**config.mk**
```make
export PLATFORM = sky130hd
export DESIGN_NAME = rors_table
export DESIGN_NICKNAME = d
export VERILOG_FILES = /design/src/rtl/core/rors_pkg.sv /design/src/rtl/core/rors_table.sv
export SDC_FILE = /design/constraint.sdc
export NUM_CORES = 2
export LEC_CHECK = 0
export BUFFER_PORTS_ARGS = -buffer_cell sky130_fd_sc_hd__buf_2
export CAP_MARGIN = 20
export CORE_UTILIZATION = 44
export DETAILED_ROUTE_END_ITERATION = 6
export PLACE_DENSITY_LB_ADDON = 0.05
export SYNTH_ARGS = -nofsm -noshare
export SYNTH_HDL_FRONTEND = slang
export SYNTH_SLANG_ARGS = --single-unit
```
**constraint.sdc**
```tcl
create_clock -name clk_i -period 18.2 [get_ports clk_i]
set_input_delay 1.82 -clock clk_i [delete_from_list [all_inputs] [get_ports clk_i]]
set_output_delay 1.82 -clock clk_i [all_outputs]
set_load 0.03 [all_outputs]
```
**src/rtl/core/rors_pkg.sv**
```systemverilog
`default_nettype none

package rors_pkg;

  localparam int unsigned TableDepthDefault = 16;
  localparam int unsigned WordW = 64;

  typedef enum logic [1:0] {
    ACT_LOAD  = 2'd0,
    ACT_CLEAR = 2'd1,
    ACT_XLATE = 2'd2
  } action_e;

  typedef enum logic [2:0] {
    S_IDLE,
    S_LD_SCAN,
    S_LD_SHIFT,
    S_LD_PUT,
    S_TR_WALK,
    S_RESP
  } state_e;

  // window as held in the table: start, inclusive stop and target offset
  typedef struct packed {
    logic [WordW-1:0] src;
    logic [WordW-1:0] stop;
    logic [WordW-1:0] delta;
  } entry_t;

endpackage

`default_nettype wire

```
**src/rtl/core/rors_table.sv**
```systemverilog
`default_nettype none

module rors_table #(
  parameter int unsigned DEPTH = rors_pkg::TableDepthDefault,
  parameter int unsigned AW    = (DEPTH > 1) ? $clog2(DEPTH) : 1
) (
  input  wire logic                clk_i,
  input  wire logic                we_i,
  input  wire logic [AW-1:0]       waddr_i,
  input  wire rors_pkg::entry_t    wdata_i,
  input  wire logic [AW-1:0]       raddr_i,
  output rors_pkg::entry_t         rdata_o
);

  rors_pkg::entry_t mem_q [DEPTH];
  rors_pkg::entry_t rdata_q;

  always_ff @(posedge clk_i) begin
    if (we_i) begin
      mem_q[waddr_i] <= wdata_i;
    end
    rdata_q <= mem_q[raddr_i];
  end

  assign rdata_o = rdata_q;

endmodule

`default_nettype wire

```
After elaboration in Yosys (flattened, before gate mapping)
Memory sizes are Yosys's and may differ from the RTL's. A register that Yosys moved wholly into a read port is not among the register bits.
Cells that the tools add are included.
W data, S select, Z words.
{"block": "word_totals", "reg_bits": 0, "mem_bits_rw": 3072, "input_bits": 202, "out_inout_bits": 192, "mem_count": 1}
{"name": "mem_q", "depth": 16, "word_bits": 192, "rd": 1, "rd_clocked_by_memory_dff": 1, "wr": 1, "line_no": "rors_table.sv:15", "text": "rors_pkg::entry_t mem_q [DEPTH];"}
{"block": "op_classes", "n_mux": 2}
{"cell": "$mux W1", "count": 2}

Logic depth before layout (Yosys ltp)
{"block": "logic_depth", "ltp_word": 2, "depth_mapped": 9, "mapped_depth_nobuf": 4}

Worst setup path before layout
Ideal clock, no wire load.
{"block": "synth_timing", "kind": "input -> register", "start": "input port waddr_i[2]", "end": "memory mem_q[0][0] (netlist name) (enable)", "setup_time_ns": 0.982, "t_arrival_ns": 15.263, "required_ns": 17.218, "slack_ns": 1.955, "cell_stages": 2, "path_buffers": 0, "cell_sequence": "or3b_2 -> nor3_1"}
{"element": "start, declared", "line_no": "rors_table.sv:9", "text": "input wire logic [AW-1:0] waddr_i,"}
{"element": "end, declared", "line_no": "rors_table.sv:15"}
No word-level cell before the write port.

==> results.json <==
{
  "ys_warn_count": 0,
  "dr.max_layer_used": "met5",
  "path_max_fanout": 127,
  "leakagePower_nw": 43.85,
  "routed_wl_um": 301400,
  "cts_resized": 0,
  "vias": 54603,
  "r2r_start": "mem_q[4][119]",
  "cp_slowest_cell": "buf_4",
  "fin_ws_ns": 12.68,
  "rows": 190,
  "grt_start_max_net_pins": 135,
  "regToRegSetupSlack_ns": 16.63,
  "vdd_ir_drop_max_mv": 0.07580,
  "avgSynthCellArea_um2": 23.65,
  "dp_slack_ns": 11.72,
  "drtIter0Drc": 5218,
  "io_pins": 394,
  "wl_per_cell_um": 31.75,
  "initial_utilization": 0.4430,
  "fp.dieH_um": 521.6,
  "firstDrtPassIters": 5,
  "wl_met2_um": 145300,
  "p_per_area_nw_per_um2": 118.0,
  "syn-num-nets": 5226,
  "maxCapViolCount": 0,
  "crit_path_end_kind": "flop",
  "timing.rr.end": "rdata_o[119]",
  "utilization": 0.5084,
  "drc": 0,
  "period_share": 0.3033,
  "cts_setup_buffers": 0,
  "io_buffers": 393,
  "worst_pin_slew_ns": 1.081,
  "fmax_mhz": 181.1,
  "power_mw": 16.09,
  "ys_types": 25,
  "insertion_delay_ns": 0.89,
  "cts_root_buffer": "clkbuf_16",
  "hold_viol_final": 0,
  "grt_use_total": 0.2217,
  "drv_slew": 0,
  "min_path_cells": 3,
  "cts.clk_slew.worst_paths_ns": 0.06,
  "status": "complete, no violations",
  "cts_buffers": 346,
  "final_cells": 9495,
  "overflow": 0,
  "slew_headroom": 0.2793,
  "ys_ff_latch": 3264,
  "crit_arrival_ns": 6.30,
  "hold_path_class": "flop to flop",
  "met1_length_um": 131200,
  "antenna_found_initial": 90,
  "place_inst": 8825,
  "antenna_left": 0,
  "core_um2": 268200,
  "cp_common_cell": "buf_4",
  "cts_tree": "done",
  "syn-cell-area_um2": 118800,
  "setup_viol": 0,
  "rsz0062_at_grt": "false",
  "yosysSeqAreaShare": 0.8088,
  "critical_path.cell_chain": "buf_8 > buf_4 > buf_12 > buf_4 > buf_4 > mux4_2 > a22oi_1 > nand2_1",
  "syn_to_final_growth_pct": 14.74,
  "cts_hold_buf": 0,
  "htreeDepth": 5,
  "clockBufferDepth": 4,
  "fin_crit_ns": 5.521,
  "via_per_inst": 5.751,
  "grt_pass1_wl_um": 427300,
  "wl_met3_um": 18460,
  "drive_gt1_frac": 0.2930,
  "syn_inst": 5024,
  "required_ns": 18.98,
  "reg2reg_depth": 4,
  "slowest_delay_ns": 0.88,
  "skew_ns": 0.02360,
  "final_cell_mix": "3,072 x edfxtp_1, 717 x mux4_2, 389 x buf_2",
  "fin_nets": 5824,
  "holdPathEnd": "rdata_o[99]",
  "grt_pass1_vias": 57256,
  "tns_ns": 0,
  "gp_congestion": 0.7169,
  "dp_hpwl_um": 147600,
  "hold_path.startpoint": "mem_q[14][99]",
  "clock_sinks": 3264,
  "final_common_cell": "edfxtp_1",
  "startpoint_type": "input port",
  "dieArea_um2": 272100,
  "critPathKind": "input port to flop",
  "die-width_um": 521.6
}
==> report_power, final <==
part,total (mW),internal [mW],switching [mW]
combinational,0.829,0.290,0.539
sequential,8.47,8.40,0.0677
clock,6.78,3.95,2.84
total,16.1,12.6,3.44
==> layer usage <==
layer  track usage  vias up
li1              -    22737
met3       0.03989      436
met2        0.3554     1537
met1        0.3176    29847
met4       0.05197       46
met5             0        -
==> synthesized netlist by cell type, drive strengths merged <==
cell type,n,area (µm²)
nor2b,13,81.33
o22ai,27,168.9
or3b,1,8.760
o211ai,23,172.7
a22oi,329,2470
nor2,17,63.81
clkbuf,107,401.6
buf,160,883.3
o2111ai,1,8.760
a211oi,27,202.7
a21oi,35,175.2
dfxtp,192,3844
edfxtp,3072,92250
clkinv,1,3.750
nand2,167,626.9
mux2i,121,1211
mux4,717,16150
nand2b,3,18.77
and2,2,12.51
nand3b,3,22.52
nor3,4,20.02
nand3,2,10.01
==> how the worst max path moves through the flow <==
stage	from	to	slack [ns]	cells after the start
final	raddr_i[1]	rdata_o[96]	12.68	8
after floorplan	waddr_i[2]	mem_q[0][0]	1.95	2
after CTS	raddr_i[1]	rdata_o[92]	12.69	8
after detailed placement	raddr_i[1]	rdata_o[96]	11.72	8
after global routing	raddr_i[1]	rdata_o[101]	12.45	8
after global placement	raddr_i[1]	rdata_o[93]	11.70	8
==> logic make-up (layout without fill, tap and decap cells) <==
kind of cell,Yosys count,count (layout),synth area share
other cells,0,31,0
simple gates,212,212,0.007277
flops,3264,3264,0.8088
compound gates,442,442,0.02692
buf+inv,268,1156,0.01085
mux,838,838,0.1461
==> cell type report <==
cell class | instances | area (µm²)
inverters | 1 | 3.754
repair buffers | 517 | 3233
flip-flops and latches | 3264 | 96090
clock inverters | 145 | 1257
diodes | 31 | 77.57
fillers | 21303 | 131800
clock buffers | 493 | 9619
well taps | 3552 | 4444
multi-input cells | 1492 | 21590
==> flip-flops by register name (all words and copies together) (netlist names) <==
register and cells:
rdata_o 192, mem_q 3072
==> critical path, delay by kind of cell <==
family | cells | cell delay [ns]
compound gates | 1 | 0.21
mux | 1 | 0.43
buf+inv | 5 | 3.42
simple gates | 1 | 0.09
==> through the flow <==
step	hold WS (ns)	area (µm²)
4_1_cts	0.6631	136200
2_1_floorplan	0.6084	118800
3_5_place_dp	0.6486	125300
5_1_grt	0.6882	136300
6_report	0.6635	136300
3_3_place_gp	0.6494	125300
No activity file was read; power rests on OpenSTA's default activity.
